===== src/sv/kt_pkg.sv =====
// ----------------------------------------------------------------------------
// kt_pkg
// Shared types and constants for the Kendall tau rank correlation block.
// ----------------------------------------------------------------------------
`default_nettype none

package kt_pkg;

  localparam int RANK_W      = 10;
  localparam int IN_TDATA_W  = 16;

  localparam int CONC_W      = 19;
  localparam int DISC_W      = 19;
  localparam int TAU_W       = 16;
  localparam int TOTAL_W     = 11;
  localparam int OUT_FIELD_W = CONC_W + DISC_W + TAU_W + TOTAL_W;
  localparam int OUT_TDATA_W = 72;
  localparam int OUT_PAD_W   = OUT_TDATA_W - OUT_FIELD_W;
  localparam int OUT_TUSER_W = 2;
  localparam int WIDE_W      = 64;

  localparam int TUSER_UNDEF = 0;
  localparam int TUSER_OVF   = 1;

  localparam int Q_W         = 15;
  localparam int Q_STEP_W    = 4;

  typedef struct packed {
    logic              valid;
    logic              last;
    logic              placed;
    logic [RANK_W-1:0] rank;
  } tok_t;

endpackage

`default_nettype wire


===== src/sv/kt_cell.sv =====
// ----------------------------------------------------------------------------
// kt_cell
// One chain cell: holds one rank, compares it with the passing item and
// forwards the item with its running concordant count to the next cell.
// ----------------------------------------------------------------------------
`default_nettype none

module kt_cell #(
  parameter int MAX_ITEMS = 1024,
  localparam int CNT_W = $clog2(MAX_ITEMS)
) (
  input  wire logic          clk,
  input  wire logic          rst_n,
  input  wire logic          en,
  input  wire kt_pkg::tok_t  tok_i,
  input  wire logic [CNT_W-1:0] nc_i,
  output kt_pkg::tok_t       tok_o,
  output logic [CNT_W-1:0]   nc_o
);

  logic                      valid_r;
  logic                      valid_nxt;
  logic [kt_pkg::RANK_W-1:0] rank_r;
  kt_pkg::tok_t              tok_r;
  kt_pkg::tok_t              tok_nxt;
  logic [CNT_W-1:0]          nc_r;
  logic [CNT_W-1:0]          nc_nxt;
  logic                      hit;
  logic                      take;

  always_comb begin
    hit       = tok_i.valid && !tok_i.placed && valid_r;
    take      = tok_i.valid && !tok_i.placed && !valid_r;
    nc_nxt    = nc_i + CNT_W'(hit && (rank_r < tok_i.rank));
    tok_nxt   = tok_i;
    tok_nxt.placed = tok_i.placed | take;
    valid_nxt = valid_r;
    if (tok_i.valid && tok_i.last) begin
      valid_nxt = 1'b0;
    end else if (take) begin
      valid_nxt = 1'b1;
    end
  end

  always_ff @(posedge clk) begin
    if (!rst_n) begin
      valid_r     <= 1'b0;
      tok_r.valid <= 1'b0;
    end else if (en) begin
      valid_r <= valid_nxt;
      tok_r   <= tok_nxt;
    end
  end

  always_ff @(posedge clk) begin
    if (en) begin
      nc_r <= nc_nxt;
      if (take && !tok_i.last) begin
        rank_r <= tok_i.rank;
      end
    end
  end

  assign tok_o = tok_r;
  assign nc_o  = nc_r;

endmodule

`default_nettype wire


===== config.mk =====
export PLATFORM = sky130hd
export DESIGN_NAME = kt_cell
export DESIGN_NICKNAME = d
export VERILOG_FILES = /design/src/sv/kt_pkg.sv /design/src/sv/kt_cell.sv
export SDC_FILE = /design/constraint.sdc
export NUM_CORES = 1
export LEC_CHECK = 0
export ABC_AREA = 1
export BUFFER_PORTS_ARGS = -buffer_cell sky130_fd_sc_hd__buf_2
export CAP_MARGIN = 25
export CORE_MARGIN = 3
export CORE_UTILIZATION = 50
export CTS_BUF_LIST = sky130_fd_sc_hd__clkbuf_16
export CTS_CLUSTER_SIZE = 40
export DETAILED_ROUTE_END_ITERATION = 16
export HOLD_SLACK_MARGIN = 0.15
export PLACE_DENSITY = 0.86
export RECOVER_POWER = 50
export SYNTH_ARGS = -nofsm -noshare
export SYNTH_HDL_FRONTEND = slang
export SYNTH_SLANG_ARGS = --single-unit

===== constraint.sdc =====
create_clock -name clk -period 2.3 [get_ports clk]
set_input_delay 0.345 -clock clk [delete_from_list [all_inputs] [get_ports clk]]
set_output_delay 0.345 -clock clk [all_outputs]
set_load 0.005 [all_outputs]

==> flow_summary_export.csv, run 1 <==
group,metric,value,unit
synth,netlist_area,1543,sq um
route,vias_per_cell,5.009,
global_route,use_met1,17.73,%
route,postRouteAntennaNets,0,
sta,rsz0062_at_grt,"false",
floorplanning,num_io_pins,49,
setup_path,r2r_start,"rank_r[9]",
cts,htreeDepth,2,
global_route,met2_usage,29.00,%
cts,cts_tree,"done",
sta,finClkSkew,4.877,ps
setup_path,crit_path_top_delay_cell,"edfxtp_1",
setup_path,end_kind,"flip-flop",
finish,multi_input_area,466.7,sq um
worst_hold_path,hp-class,"in -> reg",
global_route,busiest_layer,"met2",
worst_hold_path,whs_path_depth,1,
setup_path,crit_fanout,3,
cts,clockBufferDepth,2,
setup_path,cpPeakStageDelay,370,ps
setup_path,worstPathArrival,2170,ps
cts,cts_buffers,5,
job,maxCapViolations,0,
global_route,grt_max_degree,14,
run_status,outcome,"finished, final reports clean",
floorplanning,start_util,54.08,%
sta,maxSlewHeadroom,54.89,%
pwr,power.density_cell_area,729.0,nW/um^2
sta,whs,312.0,ps
route,vias,1072,
floorplanning,fp-row-count,19,
global_route,grt_overflow_total,0,
setup_path,required,2330,ps
floorplanning,coreArea,2853,sq um
sta,hold_violations,0,
synth,avgSynthCellArea,12.15,sq um
route,drt-pass1-iter-count,4,
finish,fin_cells,214,
route,drt_iter0_drc,36,
finish,final_cell_mix,"32 x edfxtp_1, 30 x buf_2, 24 x nand2_1",
placement,hpwl,2270,um
floorplanning,dieArea,3788,sq um
global_route,grt_usage,16.41,%
global_route,antenna_found_initial,0,
synth,yosys_warnings,0,
route,drt_wl_total,2808,um
finish,mostFrequentLayoutCell,"edfxtp_1",
global_route,grt_pass1_vias,1060,
floorplanning,die_w,61.55,um
synth,ys_seq_elements,34,
finish,diodes,0,
sta,post-route-period-util,93.12,%
sta,tightest_slew,676.7,ps
setup_path,worstPathCellList,"ha_1, nand2_1, nor2_1, a21boi_1, nor2_1, ha_2, ha_2, nand3_2, nor2_4, nand3_1, nand2_1, nand2_1",
synth,ys_seq_area_share,64.88,%
finish,layout-drive-gt1-share,26.23,%
synth,syn-instance-count,127,
setup_path,reg2reg_depth,12,
finish,regArea,1001,sq um
global_route,grtUsageMet3,7.966,%
pwr,p_leak,0.0008585,uW
placement,io_buffer_count,48,
setup_path,startpoint_type,"flip-flop",
global_route,grt_pass1_wl,4402,um
cts,insertion_delay,270,ps
finish,nFillCells,226,
cts,cts-root-buf,"clkbuf_16",
route,wl_per_cell,13.12,um
worst_hold_path,worstHoldStart,"tok_i[1]",
route,route.detailed.drc,0,
setup_path,crit_top_cell,"nand2_1",
finish,area_growth,26.68,%
sta,clock.fmax,0.4669,GHz
synth,synth.distinct_cells,20,
synth,synth_fp_nets,164,
sta,slew_viol_final,0,
setup_path,critPathLaunch,"rank_r[9]",
setup_path,worstSetupPathType,"reg -> reg",
finish,layout.nets,221,
cts,ctsHoldBuffers,0,
floorplanning,fp.dieH,61.55,um
sta,finalCriticalPeriod,2142,ps
sta,setup_viol,0,
cts,cts.clk_slew.worst_paths,50,ps
cts,cts_sinks,34,
placement,gp_congestion,0.7833,
setup_path,regToRegSetupSlack,160,ps
pwr,vdd_ir_drop_max,0.0004183,V
placement,dpl.cell_count,208,
-- logic make-up (layout without fill, tap and decap cells) --
kind of cell               after synthesis  count (layout)  share of synthesized area, %
buffers and inverters                   23              79                         5.596
adders and majority gates               11              11                         8.921
DFF                                     34              34                         64.88
AOI/OAI and AO/OA                        7               7                         2.757
and+or+nand+nor                         46              46                         14.44
xor gates and xnor gates                 6               6                         3.406
-- where the power goes --
| part | internal (uW) | switching [uW] | leakage (uW) |
|---|---|---|---|
| Combinational | 47.5 | 67.3 | 0.000478 |
| Sequential | 714 | 8.18 | 0.000317 |
| Clock | 383 | 205 | 0.0000632 |
-- critical path, delay by kind of cell, from the launching register on --
kind	cells	cell delay (ps)
fa+ha+maj	3	690
flops	1	370
simple gates	8	690
compound gates	1	140
-- per-layer routing --
| layer | vias to the layer above | wire (um) | part of all wire (%) |
|---|---|---|---|
| li1 | 534 | - | - |
| met1 | 502 | 1099 | 39 |
| met2 | 36 | 1492 | 53 |
| met3 | 0 | 217 | 7.7 |
| met4 | 0 | 0 | 0 |
| met5 | - | 0 | 0 |
-- cell type report --
class,instances,share of cell area (%)
Sequential cell,34,51.22
Multi-Input combinational cell,70,23.88
Timing Repair Buffer,50,11.91
Inverter,23,4.417
Clock inverter,1,0.1921
Clock buffer,5,6.402
Tap cell,31,1.985
-- path summary, 6_finish.rpt --
kind / end
worst min register to register: tok_o[12]
worst max-delay path: nc_o[8]
worst min-delay path: rank_r[1]
worst max register to register: nc_o[8]
-- through the flow --
step	cell area (sq um)	total power [uW]	setup TNS [ps]	setup WS, ps	util (%)
2_1_floorplan	1543	779.7	0	217.8	-
3_3_place_gp	1843	847.5	0	110.4	64.61
3_5_place_dp	1843	854.5	-127.2	-76.93	64.61
4_1_cts	1972	1444	0	23.36	69.12
5_1_grt	1954	1485	0	3.348	68.51
6_report	1954	1425	0	158.2	68.51
-- sequential cells by signal (all words and copies together), names as in the netlist --
signal   cells
nc_o        10
valid_r      1
rank_r      10
tok_o       13
-- cell usage after synthesis (all sizes together) --
cell | count | area share [%]
nor2 | 10 | 3.6
nand3 | 5 | 1.9
o21bai | 1 | 0.49
xor2 | 4 | 2.3
nand2 | 27 | 7.1
inv | 23 | 5.6
a21boi | 2 | 0.97
ha | 11 | 8.9
xnor2 | 2 | 1.1
nand4 | 2 | 0.81
nor4 | 1 | 0.41
a21oi | 3 | 0.97
edfxtp | 32 | 62
o21ai | 1 | 0.32
dfxtp | 2 | 2.6
nor3 | 1 | 0.65
-- what timing repair did --
action | CTS | global route
setup endpoints to repair | 0 | 4
gates resized for setup | 0 | 3
setup buffers | 0 | 0
Power figures use the tool's default switching activity.
==> run 2: changes to the inputs <==
CORE_UTILIZATION = 35   (was 50)
PLACE_DENSITY = 0.65   (was 0.86)
==> run 2 against run 1 <==
Compared with the run above:
- global-route usage down 4.4 points
- count of clock-buffer cells in the layout unchanged
- critical path depth unchanged
- die area up 38%
- fmax up 1.7%
- sequential power about the same
- worst setup slack better by 36 ps
- cell count up 9.3%
- first-iteration DRC count up 44%
- sequential cell count unchanged
- via count down 2.1%
- clock skew down 1.1 ps
- critical endpoint is now nc_o[7]
==> flow_summary_export.csv, run 2 (synthesis gave the netlist of run 1 again) <==
group,metric,value,unit
run_status,outcome,"finished, final reports clean",
pwr,clockPowerShare,42.7,%
sta,whs,305.0,ps
route,route.detailed.drc,0,
floorplanning,dieArea,5240,sq um
route,wl_per_cell,12.11,um
cts,cts.clk_slew.worst_paths,50,ps
sta,post-route-period-util,91.55,%
placement,hpwl,2157,um
floorplanning,start_util,37.49,%
global_route,grt_pass1_wl,4643,um
global_route,grt_usage,12.00,%
pwr,p_int,1151,uW
pwr,power.density_cell_area,728.9,nW/um^2
route,drt_iter0_drc,52,
finish,largest_reg_flops,13,
cts,clockBufferDepth,2,
sta,finalCriticalPeriod,2106,ps
cts,cts-root-buf,"clkbuf_16",
route,vias,1050,
floorplanning,fp-row-count,23,
route,drt-pass1-iter-count,4,
placement,gp_congestion,0.7195,
global_route,grt_pass1_vias,1061,
setup_path,end_kind,"flip-flop",
finish,mostFrequentLayoutCell,"edfxtp_1",
floorplanning,coreArea,4115,sq um
setup_path,worstPathArrival,2130,ps
pwr,vdd_ir_drop_max,0.0003505,V
setup_path,worstSetupPathType,"reg -> reg",
pwr,p_comb_share,7.8,%
cts,insertion_delay,270,ps
global_route,antenna_found_initial,0,
finish,layout.nets,221,
job,maxCapViolations,0,
finish,final_cell_mix,"32 x edfxtp_1, 31 x buf_2, 24 x nand2_1",
finish,diodes,0,
route,vias_per_cell,4.487,
floorplanning,fp.dieH,72.39,um
route,postRouteAntennaNets,0,
pwr,p_leak,0.0008664,uW
route,drt_wl_total,2833,um
pwr,netSwitchingPower,305.8,uW
worst_hold_path,hp-class,"in -> reg",
setup_path,required,2320,ps
finish,fin_util,48.56,%
sta,slew_viol_final,0,
cts,cts_buffers,5,
setup_path,crit_fanout,4,
pwr,p_sw_share,21.00,%
cts,cts_tree,"done",
finish,area_growth,29.52,%
floorplanning,die_w,72.39,um
cts,htreeDepth,2,
cts,ctsHoldBuffers,0,
sta,hold_violations,0,
finish,layout-drive-gt1-share,28.26,%
pwr,sequentialPowerShare,49.5,%
sta,setup_viol,0,
global_route,grt_overflow_total,0,
cts,cts_sinks,34,
sta,maxSlewHeadroom,53.67,%
sta,finClkSkew,3.733,ps
setup_path,startpoint_type,"flip-flop",
sta,fin_setup_tns,0,ps
floorplanning,num_io_pins,49,
global_route,grt_max_degree,14,
placement,io_buffer_count,48,
sta,tightest_slew,694.9,ps
cts,postCtsSetupRepairBufs,0,
sta,clock.fmax,0.4749,GHz
-- run 2: cell types whose count changed in the layout (fill, tap and decap cells not counted), sizes merged --
| cell | previous run | this run |
|---|---|---|
| buf | 32 | 33 |
| clkinv | 1 | 2 |
| clkbuf | 23 | 22 |
-- run 2: stage by stage --
step / worst slack [ps] / power, uW / std cells / area (sq um)
6_report: 194.4 / 1456 / 234 / 1998
5_1_grt: -4.516 / 1525 / 234 / 1998
4_1_cts: 134.9 / 1480 / 234 / 2002
3_5_place_dp: 17.98 / 853.1 / 227 / 1867
3_3_place_gp: 33.30 / 850.7 / 227 / 1867
2_1_floorplan: 217.8 / 779.7 / 127 / 1543
-- run 2: layout make-up --
type | instances | area [sq um]
fill | 400 | 2117
inverter | 23 | 86.33
clock inverter | 2 | 10.01
timing repair buffer | 50 | 234.0
tap | 50 | 62.56
clock buffer | 5 | 125.1
sequential | 34 | 1001
multi-input combinational | 70 | 479.2
-- run 2: critical path: stages (launching register included) --
cell and delay, ps:
edfxtp_1 370, ha_1 300, nand2_1 80, nand3_1 80, nor2_1 100, nand2_1 70, nor2_2 90, ha_2 220
buf_4 140, inv_1 50, nor2_2 140, nand2_1 90, xor2_1 150
-- run 2: routing by layer --
layer | share of wire (%) | global-route usage (%)
met1 | 39 | 13.39
met2 | 50 | 19.21
met3 | 9.6 | 5.956
met4 | 1.9 | 5.533
met5 | 0 | 0
-- run 2: repair_timing --
| item | in CTS | in global routing |
|---|---|---|
| hold endpoints to repair | 0 | 0 |
| gates resized for setup | 0 | 4 |
| endpoints found under the setup margin | 0 | 2 |
-- run 2: final timing paths --
path / start / endpoint / slack [ps] / cells after the start
setup reg to reg: rank_r[9] / nc_o[7] / 190 / 12
hold / removal: tok_i[7] / tok_o[7] / 300 / 1
setup / recovery: rank_r[9] / nc_o[7] / 190 / 12
hold reg to reg: tok_o[12] / tok_o[12] / 490 / 2
-- run 2: power by group through the flow --
stage	registers, uW	clock network (uW)	logic, uW
2_1_floorplan	738	0	42.1
3_3_place_gp	733	0	118
3_5_place_dp	733	0	120
4_1_cts	721	639	120
5_1_grt	723	671	131
6_report	721	622	114
==> run 3: changes to the inputs <==
CORE_MARGIN = 10   (was 3)
CORE_UTILIZATION = 50   (was 35)
GPL_ROUTABILITY_DRIVEN = 0   (was not set)
PLACE_DENSITY = 0.86   (was 0.65)
==> run 3 against run 2 <==
Compared with the run above:
- die area increased by 8.9%
- sequential power about the same
- clock skew decreased by 1.2 ps
- register-to-register slack got worse by 100 ps
- wire length increased by 15%
- combinational power increased by 4%
- hold slack got worse by 36 ps
- clock power decreased by 2%
- cell area about the same
- sequential share of layout area about the same
==> flow_summary_export.csv, run 3 (synthesis gave the netlist of run 1 again) <==
group,metric,value,unit
run_status,outcome,"finished, final reports clean",
pwr,sequentialPowerShare,49.8,%
global_route,grt_max_degree,14,
route,route.detailed.drc,0,
global_route,grt_usage,12.46,%
setup_path,worstPathArrival,2240,ps
sta,clock.fmax,0.4526,GHz
cts,cts_sinks,34,
pwr,netSwitchingPower,298.6,uW
global_route,grt_pass1_vias,1158,
sta,slew_viol_final,0,
sta,tightest_slew,660.2,ps
cts,clockBufferDepth,2,
floorplanning,fp.dieH,75.55,um
pwr,p_comb_share,8.1,%
sta,postLayoutSetupSlackWorst,90.41,ps
setup_path,crit_fanout,3,
setup_path,end_kind,"flip-flop",
sta,finalCriticalPeriod,2210,ps
setup_path,required,2330,ps
global_route,antenna_found_initial,0,
finish,largest_reg_flops,13,
cts,htreeDepth,2,
sta,rsz0062_at_grt,"true",
route,drt_iter0_drc,59,
floorplanning,num_io_pins,49,
cts,cts-root-buf,"clkbuf_16",
pwr,p_leak,0.0008766,uW
floorplanning,die_w,75.55,um
finish,design_area,1999,sq um
cts,insertion_delay,270,ps
setup_path,startpoint_type,"flip-flop",
finish,diodes,0,
cts,ctsHoldBuffers,0,
route,drt-pass1-iter-count,4,
pwr,clockPowerShare,42.0,%
route,drt_wl_total,3254,um
finish,final_cell_mix,"32 x edfxtp_1, 30 x buf_2, 24 x nand2_1",
pwr,p_int,1150,uW
worst_hold_path,hp-class,"in -> reg",
finish,mostFrequentLayoutCell,"edfxtp_1",
route,vias_per_cell,4.973,
route,postRouteAntennaNets,0,
sta,finClkSkew,2.538,ps
floorplanning,start_util,51.38,%
sta,fin_setup_tns,0,ps
cts,cts_tree,"done",
pwr,power.density_cell_area,724.7,nW/um^2
global_route,grt_overflow_total,0,
placement,placed_area,1846,sq um
route,wl_per_cell,14.72,um
global_route,grt_pass1_wl,5126,um
placement,hpwl,2622,um
cts,cts.clk_slew.worst_paths,50,ps
placement,io_buffer_count,48,
sta,hold_violations,0,
floorplanning,dieArea,5707,sq um
pwr,p_sw_share,20.61,%
finish,area_growth,29.60,%
job,maxCapViolations,0,
sta,maxSlewHeadroom,55.99,%
cts,cts_buffers,5,
finish,layout-drive-gt1-share,27.66,%
sta,post-route-period-util,96.07,%
finish,layout.nets,224,
pwr,vdd_ir_drop_max,0.0004104,V
floorplanning,fp-row-count,20,
setup_path,worstSetupPathType,"reg -> reg",
placement,pre_cts_slack,34.48,ps
sta,setup_viol,0,
floorplanning,coreArea,3003,sq um
route,vias,1099,
==> run 3: changes by cell type in the layout (fill, tap and decap cells not counted), sizes merged <==
cell    change
buf         +2
clkbuf      +1
clkinv      +1
==> run 3: metal layers <==
layer  GRT usage, %  up-vias  part of all wire, %
met5              0        -                    0
met4          7.629        0                  2.7
met3          5.990        9                   10
met2          21.62       42                   50
met1          11.54      500                   37
li1               -      548                    -
==> run 3: critical path: stages (launching register included) <==
cell      delay, ps
edfxtp_1        410
ha_4            290
nand2_1          60
nor2_1          140
a21boi_1        190
nor2_1           80
ha_2            200
ha_2            180
nand3_2         110
nor2_4           50
buf_4           120
xor2_1          130
==> run 3: path summary, 6_finish.rpt <==
kind | slack [ps] | end | cells past startpoint | from
max reg2reg | 90 | nc_o[6] | 11 | rank_r[9]
min reg2reg | 490 | tok_o[12] | 2 | tok_o[12]
max | 90 | nc_o[6] | 11 | rank_r[9]
min | 270 | tok_o[6] | 1 | tok_i[6]
==> run 3: cell type report <==
cell class,instances,area [sq um]
multi-input combinational,70,479.2
fill,237,1003
clock inverter,3,11.26
tap,33,41.29
inverter,23,86.33
sequential,34,1001
timing repair buffer,53,255.2
clock buffer,5,125.1
==> run 3: through the flow <==
stage,total power (uW),cells,hold slack [ps],utilization [%]
after CTS,1467,218,267.2,66.00
after floorplan,779.7,127,434.4,-
after global routing,1511,221,267.1,66.58
final,1449,221,269.3,66.58
after global placement,850.1,210,455.1,61.46
after detailed placement,856.9,210,488.5,61.46
==> run 3: repair_timing <==
action / CTS / global route
setup buffers: 0 / 3
resized for setup: 0 / 4
endpoints found under the setup margin: 0 / 1
==> run 3: power by group through the flow <==
stage | combinational (uW) | clock, uW | sequential, uW
2_1_floorplan | 42.1 | 0 | 738
3_3_place_gp | 118 | 0 | 732
3_5_place_dp | 124 | 0 | 733
4_1_cts | 124 | 622 | 721
5_1_grt | 135 | 652 | 724
6_report | 118 | 609 | 722
