File: config.mk
export PLATFORM = sky130hd
export DESIGN_NAME = kt_tally
export DESIGN_NICKNAME = d
export VERILOG_FILES = /design/src/sv/kt_pkg.sv /design/src/sv/kt_tally.sv
export SDC_FILE = /design/constraint.sdc
export NUM_CORES = 1
export LEC_CHECK = 0
export ABC_AREA = 1
export BUFFER_PORTS_ARGS = -buffer_cell sky130_fd_sc_hd__buf_2
export CORE_UTILIZATION = 35
export CTS_CLUSTER_DIAMETER = 150
export DETAILED_ROUTE_END_ITERATION = 6
export PLACE_DENSITY = 0.56
export SETUP_SLACK_MARGIN = 0.3
export SKIP_LAST_GASP = 1
export SYNTH_ARGS = -nofsm -noshare
export SYNTH_HDL_FRONTEND = slang
export SYNTH_SLANG_ARGS = --single-unit
File: constraint.sdc
create_clock -name clk -period 6.6 [get_ports clk]
set_input_delay 0.99 -clock clk [delete_from_list [all_inputs] [get_ports clk]]
set_output_delay 0.99 -clock clk [all_outputs]
set_load 0.01 [all_outputs]
File: src/sv/kt_pkg.sv
// ----------------------------------------------------------------------------
// kt_pkg
// Shared types and constants for the Kendall tau rank correlation block.
// ----------------------------------------------------------------------------
`default_nettype none

package kt_pkg;

  localparam int RANK_W      = 10;
  localparam int IN_TDATA_W  = 16;

  localparam int CONC_W      = 19;
  localparam int DISC_W      = 19;
  localparam int TAU_W       = 16;
  localparam int TOTAL_W     = 11;
  localparam int OUT_FIELD_W = CONC_W + DISC_W + TAU_W + TOTAL_W;
  localparam int OUT_TDATA_W = 72;
  localparam int OUT_PAD_W   = OUT_TDATA_W - OUT_FIELD_W;
  localparam int OUT_TUSER_W = 2;
  localparam int WIDE_W      = 64;

  localparam int TUSER_UNDEF = 0;
  localparam int TUSER_OVF   = 1;

  localparam int Q_W         = 15;
  localparam int Q_STEP_W    = 4;

  typedef struct packed {
    logic              valid;
    logic              last;
    logic              placed;
    logic [RANK_W-1:0] rank;
  } tok_t;

endpackage

`default_nettype wire

File: src/sv/kt_tally.sv
// ----------------------------------------------------------------------------
// kt_tally
// Chain end: sums pair counts per ranking, then forms tau with a
// one-bit-per-cycle divider and holds the result until transfer.
// ----------------------------------------------------------------------------
`default_nettype none

module kt_tally #(
  parameter int MAX_ITEMS = 1024,
  localparam int CNT_W  = $clog2(MAX_ITEMS),
  localparam int N_W    = $clog2(MAX_ITEMS + 1),
  localparam int PAIR_W = $clog2(longint'(MAX_ITEMS) * (MAX_ITEMS - 1) / 2 + 1)
) (
  input  wire logic                              clk,
  input  wire logic                              rst_n,
  input  wire kt_pkg::tok_t                      tok_i,
  input  wire logic [CNT_W-1:0]                  nc_i,
  output logic                                   en,
  output logic                                   out_tvalid,
  input  wire logic                              out_tready,
  output logic [kt_pkg::OUT_TDATA_W-1:0]         out_tdata,
  output logic [kt_pkg::OUT_TUSER_W-1:0]         out_tuser
);

  typedef enum logic [1:0] {S_IDLE, S_MUL, S_DIV, S_OUT} state_t;

  state_t                     state_r;
  logic [PAIR_W-1:0]          acc_nc_r;
  logic [PAIR_W-1:0]          acc_nd_r;
  logic [N_W-1:0]             n_r;
  logic                       ovf_r;

  logic [PAIR_W-1:0]          acc_nc_nxt;
  logic [PAIR_W-1:0]          acc_nd_nxt;
  logic [N_W-1:0]             n_nxt;
  logic                       ovf_nxt;
  logic                       take;

  logic [PAIR_W-1:0]          fin_nc_r;
  logic [PAIR_W-1:0]          fin_nd_r;
  logic [N_W-1:0]             fin_n_r;
  logic                       fin_ovf_r;
  logic                       und_r;
  logic                       neg_r;
  logic [PAIR_W-1:0]          pairs_r;
  logic [PAIR_W:0]            rem_r;
  logic [kt_pkg::Q_W-1:0]     q_r;
  logic [kt_pkg::Q_STEP_W-1:0] step_r;

  logic [2*N_W-1:0]           prod;
  logic                       ge;
  logic [PAIR_W:0]            rem_sub;
  logic [kt_pkg::TAU_W-1:0]   tau_mag;
  logic [kt_pkg::TAU_W-1:0]   tau;
  logic [kt_pkg::WIDE_W-1:0]  nc_wide;
  logic [kt_pkg::WIDE_W-1:0]  nd_wide;
  logic [kt_pkg::WIDE_W-1:0]  n_wide;

  always_comb begin
    en         = !(tok_i.valid && tok_i.last && (state_r != S_IDLE));
    take       = en && tok_i.valid;
    acc_nc_nxt = acc_nc_r;
    acc_nd_nxt = acc_nd_r;
    n_nxt      = n_r;
    ovf_nxt    = ovf_r | !tok_i.placed;
    if (tok_i.placed) begin
      acc_nc_nxt = acc_nc_r + PAIR_W'(nc_i);
      acc_nd_nxt = acc_nd_r + (PAIR_W'(n_r) - PAIR_W'(nc_i));
      n_nxt      = n_r + N_W'(1);
    end
  end

  always_comb begin
    prod    = (2*N_W)'(fin_n_r) * (2*N_W)'(fin_n_r - N_W'(1));
    ge      = rem_r >= (PAIR_W+1)'(pairs_r);
    rem_sub = ge ? (rem_r - (PAIR_W+1)'(pairs_r)) : rem_r;
  end

  always_ff @(posedge clk) begin
    if (!rst_n) begin
      state_r  <= S_IDLE;
      acc_nc_r <= '0;
      acc_nd_r <= '0;
      n_r      <= '0;
      ovf_r    <= 1'b0;
    end else begin
      if (take) begin
        if (tok_i.last) begin
          acc_nc_r  <= '0;
          acc_nd_r  <= '0;
          n_r       <= '0;
          ovf_r     <= 1'b0;
          fin_nc_r  <= acc_nc_nxt;
          fin_nd_r  <= acc_nd_nxt;
          fin_n_r   <= n_nxt;
          fin_ovf_r <= ovf_nxt;
          state_r   <= S_MUL;
        end else begin
          acc_nc_r <= acc_nc_nxt;
          acc_nd_r <= acc_nd_nxt;
          n_r      <= n_nxt;
          ovf_r    <= ovf_nxt;
        end
      end
      case (state_r)
        S_MUL: begin
          pairs_r <= PAIR_W'(prod >> 1);
          neg_r   <= fin_nd_r > fin_nc_r;
          rem_r   <= (fin_nd_r > fin_nc_r) ? (PAIR_W+1)'(fin_nd_r - fin_nc_r)
                                           : (PAIR_W+1)'(fin_nc_r - fin_nd_r);
          und_r   <= fin_n_r < N_W'(2);
          q_r     <= '0;
          step_r  <= '0;
          state_r <= (fin_n_r < N_W'(2)) ? S_OUT : S_DIV;
        end
        S_DIV: begin
          q_r    <= {q_r[kt_pkg::Q_W-2:0], ge};
          rem_r  <= rem_sub << 1;
          step_r <= step_r + kt_pkg::Q_STEP_W'(1);
          if (step_r == kt_pkg::Q_STEP_W'(kt_pkg::Q_W - 1)) begin
            state_r <= S_OUT;
          end
        end
        S_OUT: begin
          if (out_tready) begin
            state_r <= S_IDLE;
          end
        end
        default: begin
        end
      endcase
    end
  end

  always_comb begin
    tau_mag    = {1'b0, q_r};
    tau        = neg_r ? (~tau_mag + kt_pkg::TAU_W'(1)) : tau_mag;
    nc_wide    = kt_pkg::WIDE_W'(fin_nc_r);
    nd_wide    = kt_pkg::WIDE_W'(fin_nd_r);
    n_wide     = kt_pkg::WIDE_W'(fin_n_r);
    out_tvalid = state_r == S_OUT;
    out_tdata  = {{kt_pkg::OUT_PAD_W{1'b0}},
                  n_wide[kt_pkg::TOTAL_W-1:0],
                  tau,
                  nd_wide[kt_pkg::DISC_W-1:0],
                  nc_wide[kt_pkg::CONC_W-1:0]};
    out_tuser  = '0;
    out_tuser[kt_pkg::TUSER_UNDEF] = und_r;
    out_tuser[kt_pkg::TUSER_OVF]   = fin_ovf_r;
  end

endmodule

`default_nettype wire

==> impl_metrics.ini, run 1 <==
[grt]
initial_antenna_violation_count = 6
total_routing_resource_utilization_after_global_routing_pct = 18.9
grt_first_pass_wirelength_um = 74300
grt_start_max_net_pins = 55
global_route.overflow_total = 0
number_of_global_route_vias_before_repair = 14400

[critical_path]
cpMaxStageDelayCell = sky130_fd_sc_hd__edfxtp_1
crit_chain = nor2_1 > nand2_1 > inv_1 > nand3_1 > ha_1 > inv_1 > nand2_1 > fa_1 > fa_1 > inv_1 > fa_1 > fa_1 > inv_1 > fa_1 > inv_1 > ha_1 > a21oi_1 > o211ai_1 > a21boi_1 > o21ai_0 > xor2_1
worst-path-max-fanout = 11
critical_path_required_time_ps = 6800
setup.worst_path.start_class = flop
r2r_cells = 21
critPathKind = reg -> reg
endpoint_kind = flop
crit_arrival_ps = 6180
critical_path.max_stage_delay_ps = 610

[detailed_routing]
drtPass1Iterations = 6
ant_nets = 0
vias_per_cell = 4.88
sum_of_routed_wire_length_over_all_layers_um = 45700
drt_first_iter_violations = 943
detailroute.via_count = 14500
drc_errors = 0
drt-wirelength-per-cell_um = 15.3

[logic_synthesis]
synthCells = 2292
ys_seq_elements = 162
synth_top_family_by_area = adder cells
post_synth.cell_area_avg_um2 = 7.42
post_synthesis_simple_gate_area_fraction_pct = 23.6
asyncSetResetFlopFracSynth_pct = 0
synth_cell_count_leaders = 593 x sky130_fd_sc_hd__nand2_1, 404 x sky130_fd_sc_hd__inv_1, 172 x sky130_fd_sc_hd__a21oi_1
synth-edff-count = 110
netlist.area_leader.share_pct = 19.4
synth.most_common_cell = sky130_fd_sc_hd__nand2_1
synth-adder-area-share_pct = 23.6
biggest_area_consumer_among_synthesized_cells = sky130_fd_sc_hd__edfxtp_1
synthesis.area_um2 = 17000
sequential_share_of_the_synthesized_area_pct = 25.5
post_synth_xor_area_fraction_pct = 5.04
synth.distinct_cells = 48
synth_compound_area_share_pct = 10.5
multiplexer_fraction_of_the_synthesized_cell_area_pct = 0
netlist_top_cells_area = sky130_fd_sc_hd__edfxtp_1 19%, sky130_fd_sc_hd__nand2_1 13%, sky130_fd_sc_hd__ha_1 12%
synthesis_warnings = 0
ys_dominant_reg_cell = sky130_fd_sc_hd__edfxtp_1

[clock_network]
clk_path_buf_depth = 2
cts_tree = done
clock_latency_of_the_later_clocked_register_in_the_worst_skew_pair_ps = 460
tritoncts.num_buffers = 17
clock_transition_at_path_regs_ps = 70
numClockSinks = 162
cts.htree.levels = 4
cts.root.buffer_cell = sky130_fd_sc_hd__clkbuf_16

[sta]
period_needed_ps = 5980
finClkSkew_ps = 18.6
slew_headroom_pct = 29.7
maxSlewViolCount = 0
post-route-period-util_pct = 90.6
grt_setup_unrepaired = no
setup-tns-final_ps = 0
final_hold_viol_count = 0
setup_viol_count_final = 0
worst_pin_slew_ps = 1050
timing.fmax_mhz = 167

[finish]
layout_nets = 2646
final_layout_size_suffix_gt1_share_pct = 9.04
fillerInstances = 4995
flow.area_growth_from_synthesis_pct = 9.30
antenna_cell_count = 0

[power_and_ir_drop]
finalPower_uw = 2960
p_leak_uw = 0.00938
ir_worst_vdd_uv = 123
cellPowerDensity_nw_per_um2 = 159

[flow_run]
max-cap-violations = 0

[floorplanning]
dieHeight_um = 222
fp-row-count = 80
core_area_um2 = 47800
die_area_um2 = 49500
pin_count = 102
die_w_um = 222
initial_core_util_pct = 35.6

[placement]
gp_congestion = 0.906
post-dp-hpwl_um = 37200
io_buffer_count = 84

[outcome]
outcome = finished, final reports clean

[min_path]
worstHoldPathCells = 2
min-delay-path-class = reg -> reg
-- critical path, delay by kind of cell (launching register included) --
kind            cells  cell delay [ps]
fa+ha+maj           7             3350
buf+inv             5              380
simple gates        4              500
flops               1              610
compound gates      4              730
xor+xnor            1              160
-- where the power goes --
group | switching, µW | internal, µW | total (µW) | leakage, µW
Clock | 459 | 533 | 992 | 0.000271
Sequential | 31.6 | 1140 | 1170 | 0.00146
Combinational | 517 | 280 | 797 | 0.00766
-- through the flow --
step	area [µm²]	worst slack (ps)	util [%]	std cells	hold WS, ps
after floorplan	17000	422	-	2298	445
after global routing	18600	307	38.9	2983	509
after global placement	18000	478	37.6	2947	456
after detailed placement	18000	417	37.6	2947	456
after CTS	18500	405	38.8	2978	466
final	18600	619	38.9	2983	466
-- repair_timing --
| action | 4_1_cts | 5_1_grt |
|---|---|---|
| buffers inserted | 0 | 5 |
| hold buffers | 0 | 0 |
| resized for setup | 0 | 7 |
| endpoints found under the setup margin | 0 | 6 |
-- final cells by class --
cell class | instances | area, µm² | area share, %
Multi-Input combinational cell | 1650 | 10700 | 57.8
Inverter | 417 | 1570 | 8.46
Tap cell | 615 | 769 | 4.14
Clock buffer | 18 | 439 | 2.36
Clock inverter | 13 | 130 | 0.700
Timing Repair Buffer | 108 | 601 | 3.23
Sequential cell | 162 | 4340 | 23.4
-- logic make-up after synthesis --
logic type                 Yosys count
and+or+nand+nor                    957
buffers and inverters              486
AOI/OAI and AO/OA                  324
adders and majority gates          264
DFF                                162
xor gates and xnor gates            98
other                                1
-- final timing paths --
check | startpoint | to | slack [ps]
max | fin_n_r[4]$_DFFE_PP_ | pairs_r[15]$_DFFE_PP_ | 620
min | acc_nc_r[14]$_SDFFE_PN0P_ | acc_nc_r[14]$_SDFFE_PN0P_ | 470
max reg2reg | fin_n_r[4]$_DFFE_PP_ | pairs_r[15]$_DFFE_PP_ | 620
min reg2reg | acc_nc_r[14]$_SDFFE_PN0P_ | acc_nc_r[14]$_SDFFE_PN0P_ | 470
-- flip-flops by register name, indices dropped and copies added (netlist names) --
name	flops
und_r	1
fin_nc_r	19
n_r	11
ovf_r	1
fin_n_r	11
state_r	2
neg_r	1
rem_r	20
fin_ovf_r	1
step_r	4
q_r	15
pairs_r	19
acc_nd_r	19
fin_nd_r	19
acc_nc_r	19
-- routing by layer --
layer / global-route usage (%) / wire, µm / part of all wire [%]
met5: 0 / 0 / 0
met4: 4.98 / 883 / 1.9
met3: 2.22 / 1590 / 3.5
met2: 32.3 / 21400 / 47
met1: 25.3 / 21800 / 48
-- layout by cell type (no fill, tap or decap), types with 17 or more instances in the layout --
cell | netlist | routed
sky130_fd_sc_hd__nand4_1 | 24 | 24
sky130_fd_sc_hd__edfxtp_1 | 110 | 110
sky130_fd_sc_hd__o21ai_1 | 24 | 24
sky130_fd_sc_hd__clkbuf_16 | 0 | 17
sky130_fd_sc_hd__nand2_1 | 593 | 592
sky130_fd_sc_hd__nor2_1 | 167 | 165
sky130_fd_sc_hd__ha_1 | 168 | 166
sky130_fd_sc_hd__a21oi_1 | 172 | 172
sky130_fd_sc_hd__buf_4 | 22 | 24
sky130_fd_sc_hd__nand3_1 | 96 | 96
sky130_fd_sc_hd__o21ai_0 | 64 | 64
sky130_fd_sc_hd__dfxtp_1 | 52 | 52
sky130_fd_sc_hd__fa_1 | 96 | 96
sky130_fd_sc_hd__xnor2_1 | 34 | 34
sky130_fd_sc_hd__buf_2 | 11 | 84
sky130_fd_sc_hd__inv_1 | 404 | 402
sky130_fd_sc_hd__xor2_1 | 64 | 63
(Power assumes the default switching activity.)
==> run 2: changes to the inputs <==
--- a/config.mk
+++ b/config.mk
@@ -7,10 +7,10 @@
 export LEC_CHECK = 0
 export ABC_AREA = 1
 export BUFFER_PORTS_ARGS = -buffer_cell sky130_fd_sc_hd__buf_2
-export CORE_UTILIZATION = 35
+export CORE_UTILIZATION = 43
 export CTS_CLUSTER_DIAMETER = 150
 export DETAILED_ROUTE_END_ITERATION = 6
-export PLACE_DENSITY = 0.56
+export PLACE_DENSITY = 0.65
 export SETUP_SLACK_MARGIN = 0.3
 export SKIP_LAST_GASP = 1
 export SYNTH_ARGS = -nofsm -noshare
==> constraint.sdc (replaced) <==
create_clock -name clk -period 6.6 [get_ports clk]
set_input_delay 0.99 -clock clk [delete_from_list [all_inputs] [get_ports clk]]
set_output_delay 0.99 -clock clk [all_outputs]
set_load 0.1 [all_outputs]
==> run 2 against run 1 <==
Via count up 0.64%. Routed wire length down 2.9%. Sequential power about the same. Critical endpoint is now pairs_r[18]$_DFFE_PP_. Sequential cell count unchanged. Largest cell class unchanged. Worst hold slack about the same. Total power up 2.8%. Non-clock buffer count down 10. Core utilization up 8.6 points. Cell count down 3.6%. Clock power down 4.3%.
==> impl_metrics.ini, run 2 (same netlist as run 1, synthesis figures left out) <==
[outcome]
outcome = finished, final reports clean

[critical_path]
crit_path_start = fin_n_r[0]$_DFFE_PP_
endpoint_kind = flop
critical_path_required_time_ps = 6770
worst-path-max-fanout = 6
setup.worst_path.start_class = flop
crit_arrival_ps = 6200
critPathKind = reg -> reg
reg2reg_from = fin_n_r[0]$_DFFE_PP_

[detailed_routing]
drt_first_iter_violations = 982
detailroute.via_count = 14600
drtPass1Iterations = 5
ant_nets = 0
sum_of_routed_wire_length_over_all_layers_um = 44400
drt-wirelength-per-cell_um = 15.4
vias_per_cell = 5.09
drc_errors = 0

[sta]
timing.fmax_mhz = 166
finClkSkew_ps = 9.63
timing.hold.ws_ps = 466
worst_pin_slew_ps = 1020
period_needed_ps = 6030
maxSlewViolCount = 0
post-route-period-util_pct = 91.4
grt_setup_unrepaired = yes
final_hold_viol_count = 0
setup_viol_count_final = 0
setup-tns-final_ps = 0
slew_headroom_pct = 31.9

[finish]
fillerInstances = 3907
most_common_cell_after_layout_fill_and_taps_aside = sky130_fd_sc_hd__nand2_1
largest_register = rem_r
flow.area_growth_from_synthesis_pct = 8.42
layout_common_cells = 592 x sky130_fd_sc_hd__nand2_1, 401 x sky130_fd_sc_hd__inv_1, 171 x sky130_fd_sc_hd__a21oi_1, 166 x sky130_fd_sc_hd__nor2_1, 164 x sky130_fd_sc_hd__ha_1
layout_nets = 2636
final_layout_size_suffix_gt1_share_pct = 8.90
antenna_cell_count = 0
final_core_occ_pct = 47.5
largest_register_ffs = 20

[clock_network]
clk_path_buf_depth = 2
clock_latency_of_the_later_clocked_register_in_the_worst_skew_pair_ps = 430
cts_hold_buf = 0
tritoncts.num_buffers = 17
number_of_instances_resized_during_post_cts_repair = 0
cts_tree = done
clock_transition_at_path_regs_ps = 70
cts_post_setup_buffers_inserted = 0
cts.root.buffer_cell = sky130_fd_sc_hd__clkbuf_16
cts.htree.levels = 4
numClockSinks = 162

[power_and_ir_drop]
ir_worst_vdd_uv = 173
p_leak_uw = 0.00932
finalPower_uw = 3040
cellPowerDensity_nw_per_um2 = 165

[placement]
post-dp-hpwl_um = 35500
gp_congestion = 0.960
io_buffer_count = 84

[grt]
grt_first_pass_wirelength_um = 73500
total_routing_resource_utilization_after_global_routing_pct = 22.6
number_of_global_route_vias_before_repair = 14500
global_route.overflow_total = 0
initial_antenna_violation_count = 0
grt_start_max_net_pins = 55

[min_path]
min-delay-path-class = reg -> reg
hp-start = acc_nc_r[14]$_SDFFE_PN0P_

[floorplanning]
pin_count = 102
dieHeight_um = 201
die_area_um2 = 40400
fp-row-count = 72
initial_core_util_pct = 43.8
die_w_um = 201
core_area_um2 = 38800

[flow_run]
max-cap-violations = 0
-- run 2: path summary, 6_finish.rpt --
| check | end | slack, ps | cells past startpoint |
|---|---|---|---|
| setup / recovery | pairs_r[18]$_DFFE_PP_ | 570 | 25 |
| hold / removal | acc_nc_r[14]$_SDFFE_PN0P_ | 470 | 2 |
| setup reg to reg | pairs_r[18]$_DFFE_PP_ | 570 | 25 |
| hold reg to reg | acc_nc_r[14]$_SDFFE_PN0P_ | 470 | 2 |
-- run 2: stage by stage --
stage | instances | area (µm²) | setup WS [ps]
after CTS | 2877 | 18400 | 558
after global placement | 2845 | 17900 | 627
after floorplan | 2298 | 17100 | 289
final | 2877 | 18400 | 568
after detailed placement | 2845 | 17900 | 572
after global routing | 2877 | 18400 | 266
-- run 2: layout make-up --
type | count | area, µm² | share of cell area [%]
sequential | 162 | 4340 | 23.5
inverter | 417 | 1570 | 8.53
clock buffer | 19 | 443 | 2.40
clock inverter | 13 | 103 | 0.556
multi-input combinational | 1650 | 10800 | 58.6
timing repair buffer | 98 | 526 | 2.85
tap | 518 | 648 | 3.51
-- run 2: where the power goes --
group | internal, µW | switching (µW) | leakage, µW
Combinational | 289 | 632 | 0.00761
Sequential | 1140 | 33.0 | 0.00146
Clock | 497 | 452 | 0.000256
-- run 2: critical path: stages, from the launching register on --
cell and delay (ps):
sky130_fd_sc_hd__edfxtp_1 570, sky130_fd_sc_hd__clkinv_2 120, sky130_fd_sc_hd__ha_1 150, sky130_fd_sc_hd__inv_1 60, sky130_fd_sc_hd__nor2_1 180, sky130_fd_sc_hd__nand3_1 150
sky130_fd_sc_hd__nand3b_1 220, sky130_fd_sc_hd__xor2_2 270, sky130_fd_sc_hd__inv_2 120, sky130_fd_sc_hd__nand2_1 90, sky130_fd_sc_hd__inv_1 60, sky130_fd_sc_hd__fa_1 500
sky130_fd_sc_hd__fa_1 470, sky130_fd_sc_hd__fa_1 500, sky130_fd_sc_hd__fa_1 560, sky130_fd_sc_hd__inv_1 60, sky130_fd_sc_hd__fa_1 540, sky130_fd_sc_hd__inv_1 70
sky130_fd_sc_hd__ha_4 260, sky130_fd_sc_hd__a21o_1 170, sky130_fd_sc_hd__a31oi_1 130, sky130_fd_sc_hd__nand3_1 130, sky130_fd_sc_hd__a21oi_1 150, sky130_fd_sc_hd__nor2_1 50
sky130_fd_sc_hd__nor2_1 110, sky130_fd_sc_hd__xor2_1 80
-- run 2: per-layer routing --
metal	vias to the layer above	share of wire, %	global-route usage (%)
li1	7349	-	-
met3	56	3.9	2.66
met1	6898	46	30.1
met4	0	2.0	5.53
met5	-	0	0
met2	338	48	38.9
==> run 3: changes to the inputs <==
--- a/config.mk
+++ b/config.mk
@@ -6,7 +6,7 @@
 export NUM_CORES = 1
 export LEC_CHECK = 0
 export ABC_AREA = 1
-export BUFFER_PORTS_ARGS = -buffer_cell sky130_fd_sc_hd__buf_2
+export BUFFER_PORTS_ARGS = -buffer_cell sky130_fd_sc_hd__buf_4
 export CORE_UTILIZATION = 43
 export CTS_CLUSTER_DIAMETER = 150
 export DETAILED_ROUTE_END_ITERATION = 6
==> run 3 against run 2 <==
Cell count up 0.10%. Routed wire length down 0.40%. Clock skew up 8.1 ps. Global-route usage down 0.31 points. Core utilization up 0.68 points.
==> impl_metrics.ini, run 3 (same netlist as run 1, synthesis figures left out) <==
[outcome]
outcome = finished, final reports clean

[power_and_ir_drop]
p_leak_uw = 0.00943
ir_worst_vdd_uv = 188
cellPowerDensity_nw_per_um2 = 165

[min_path]
hp-start = acc_nc_r[14]$_SDFFE_PN0P_
worstHoldPathCells = 2
worstHoldEndpoint = acc_nc_r[14]$_SDFFE_PN0P_
min-delay-path-class = reg -> reg

[placement]
dp_worst_setup_slack_ps = 563
gp_congestion = 0.947
post-place-cells = 2845
post-dp-hpwl_um = 35400
io_buffer_count = 84

[finish]
final_layout_size_suffix_gt1_share_pct = 9.19
largest_register_ffs = 20
layout_nets = 2639
largest_register = rem_r
antenna_cell_count = 0
layout_common_cells = 592 x sky130_fd_sc_hd__nand2_1, 401 x sky130_fd_sc_hd__inv_1, 170 x sky130_fd_sc_hd__a21oi_1, 166 x sky130_fd_sc_hd__nor2_1, 162 x sky130_fd_sc_hd__ha_1
instances_no_fill = 2880
most_common_cell_after_layout_fill_and_taps_aside = sky130_fd_sc_hd__nand2_1
flow.area_growth_from_synthesis_pct = 9.96

[grt]
grt_first_pass_wirelength_um = 72300
total_routing_resource_utilization_after_global_routing_pct = 22.3
global_route.overflow_total = 0
grt_start_max_net_pins = 55
initial_antenna_violation_count = 0
number_of_global_route_vias_before_repair = 14400

[clock_network]
cts_hold_buf = 0
clock_latency_of_the_later_clocked_register_in_the_worst_skew_pair_ps = 440
clock_transition_at_path_regs_ps = 70
cts.htree.levels = 4
numClockSinks = 162
clk_path_buf_depth = 2
tritoncts.num_buffers = 17
cts_tree = done
cts.root.buffer_cell = sky130_fd_sc_hd__clkbuf_16

[critical_path]
critical_path.reg2reg.endpoint = pairs_r[18]$_DFFE_PP_
worst-path-max-fanout = 7
setup.worst_path.start_class = flop
crit_arrival_ps = 6130
endpoint_kind = flop
critPathKind = reg -> reg
critical_path_required_time_ps = 6770
reg2reg_from = fin_n_r[1]$_DFFE_PP_
r2r_cells = 24
ff2ff_setup_slack_ps = 640

[sta]
grt_setup_unrepaired = no
post-route-period-util_pct = 90.2
worst_pin_slew_ps = 1180
finalWorstSetupSlack_ps = 644
maxSlewViolCount = 0
period_needed_ps = 5960
setup-tns-final_ps = 0
setup_viol_count_final = 0
timing.fmax_mhz = 168
slew_headroom_pct = 20.8
final_hold_viol_count = 0
timing.hold.ws_ps = 475
finClkSkew_ps = 17.7

[detailed_routing]
detailroute.via_count = 14700
drt_first_iter_violations = 907
ant_nets = 0
drtPass1Iterations = 5
vias_per_cell = 5.10
drc_errors = 0
drt-wirelength-per-cell_um = 15.3
sum_of_routed_wire_length_over_all_layers_um = 44200

[floorplanning]
fp-row-count = 72
die_w_um = 201
initial_core_util_pct = 43.8
die_area_um2 = 40400
core_area_um2 = 38800
dieHeight_um = 201
pin_count = 102

[flow_run]
max-cap-violations = 0
[run 3: worst max path at each step]
stage / slack [ps] / start / cells after the start / to
2_1_floorplan: 290 / fin_n_r[0]$_DFFE_PP_ / 25 / pairs_r[15]$_DFFE_PP_
3_3_place_gp: 640 / fin_n_r[1]$_DFFE_PP_ / 23 / pairs_r[15]$_DFFE_PP_
3_5_place_dp: 560 / fin_n_r[0]$_DFFE_PP_ / 25 / pairs_r[18]$_DFFE_PP_
4_1_cts: 540 / fin_n_r[0]$_DFFE_PP_ / 25 / pairs_r[18]$_DFFE_PP_
5_1_grt: 310 / fin_n_r[1]$_DFFE_PP_ / 26 / pairs_r[18]$_DFFE_PP_
6_report: 640 / fin_n_r[1]$_DFFE_PP_ / 24 / pairs_r[18]$_DFFE_PP_
[run 3: layout make-up]
class | instances | area, µm²
clock buffer | 19 | 443
fill | 3863 | 20100
clock inverter | 13 | 124
sequential | 162 | 4340
multi-input combinational | 1650 | 10800
timing repair buffer | 101 | 758
tap | 518 | 648
inverter | 417 | 1570
[run 3: metal layers]
metal  share of wire, %  routed length [µm]  GRT usage, %  up-vias
li1                   -                   -             -     7347
met1                 46               20200          29.3     6903
met2                 47               20900          37.9      366
met3                4.3                1920          2.61       75
met4                2.7                1220          7.33        0
met5                  0                   0             0        -
[run 3: repair_timing]
| item | CTS | global route |
|---|---|---|
| resized for setup | 0 | 5 |
| buffers inserted | 0 | 3 |
| endpoints found under the setup margin | 0 | 3 |
[run 3: per-stage QoR]
step	total power, µW	instance area, µm²	utilization (%)
after floorplan	1910	17100	-
after global placement	2110	18100	46.6
after detailed placement	2130	18100	46.6
after CTS	3100	18700	48.1
after global routing	3260	18700	48.2
final	3090	18700	48.2
[run 3: where the power goes]
| part | leakage, µW | switching (µW) | internal [µW] |
|---|---|---|---|
| Clock | 0.000282 | 443 | 538 |
| Combinational | 0.00769 | 636 | 300 |
| Sequential | 0.00146 | 32.5 | 1140 |
[run 3: worst max-delay path, stage by stage, from the launching register on]
cell	delay [ps]
sky130_fd_sc_hd__edfxtp_1	440
sky130_fd_sc_hd__inv_2	150
sky130_fd_sc_hd__nand2_1	120
sky130_fd_sc_hd__nor2_4	200
sky130_fd_sc_hd__nand2_1	110
sky130_fd_sc_hd__ha_1	320
sky130_fd_sc_hd__inv_1	290
sky130_fd_sc_hd__nand2_1	140
sky130_fd_sc_hd__fa_1	540
sky130_fd_sc_hd__fa_1	510
sky130_fd_sc_hd__inv_1	50
sky130_fd_sc_hd__fa_1	510
sky130_fd_sc_hd__fa_1	550
sky130_fd_sc_hd__inv_1	60
sky130_fd_sc_hd__fa_1	520
sky130_fd_sc_hd__inv_1	60
sky130_fd_sc_hd__ha_4	280
sky130_fd_sc_hd__nand2_1	80
sky130_fd_sc_hd__o21ai_0	190
sky130_fd_sc_hd__nand2_1	80
sky130_fd_sc_hd__nand3_1	110
sky130_fd_sc_hd__a21oi_1	80
sky130_fd_sc_hd__nor2_1	100
sky130_fd_sc_hd__nor2_1	60
sky130_fd_sc_hd__xor2_1	130
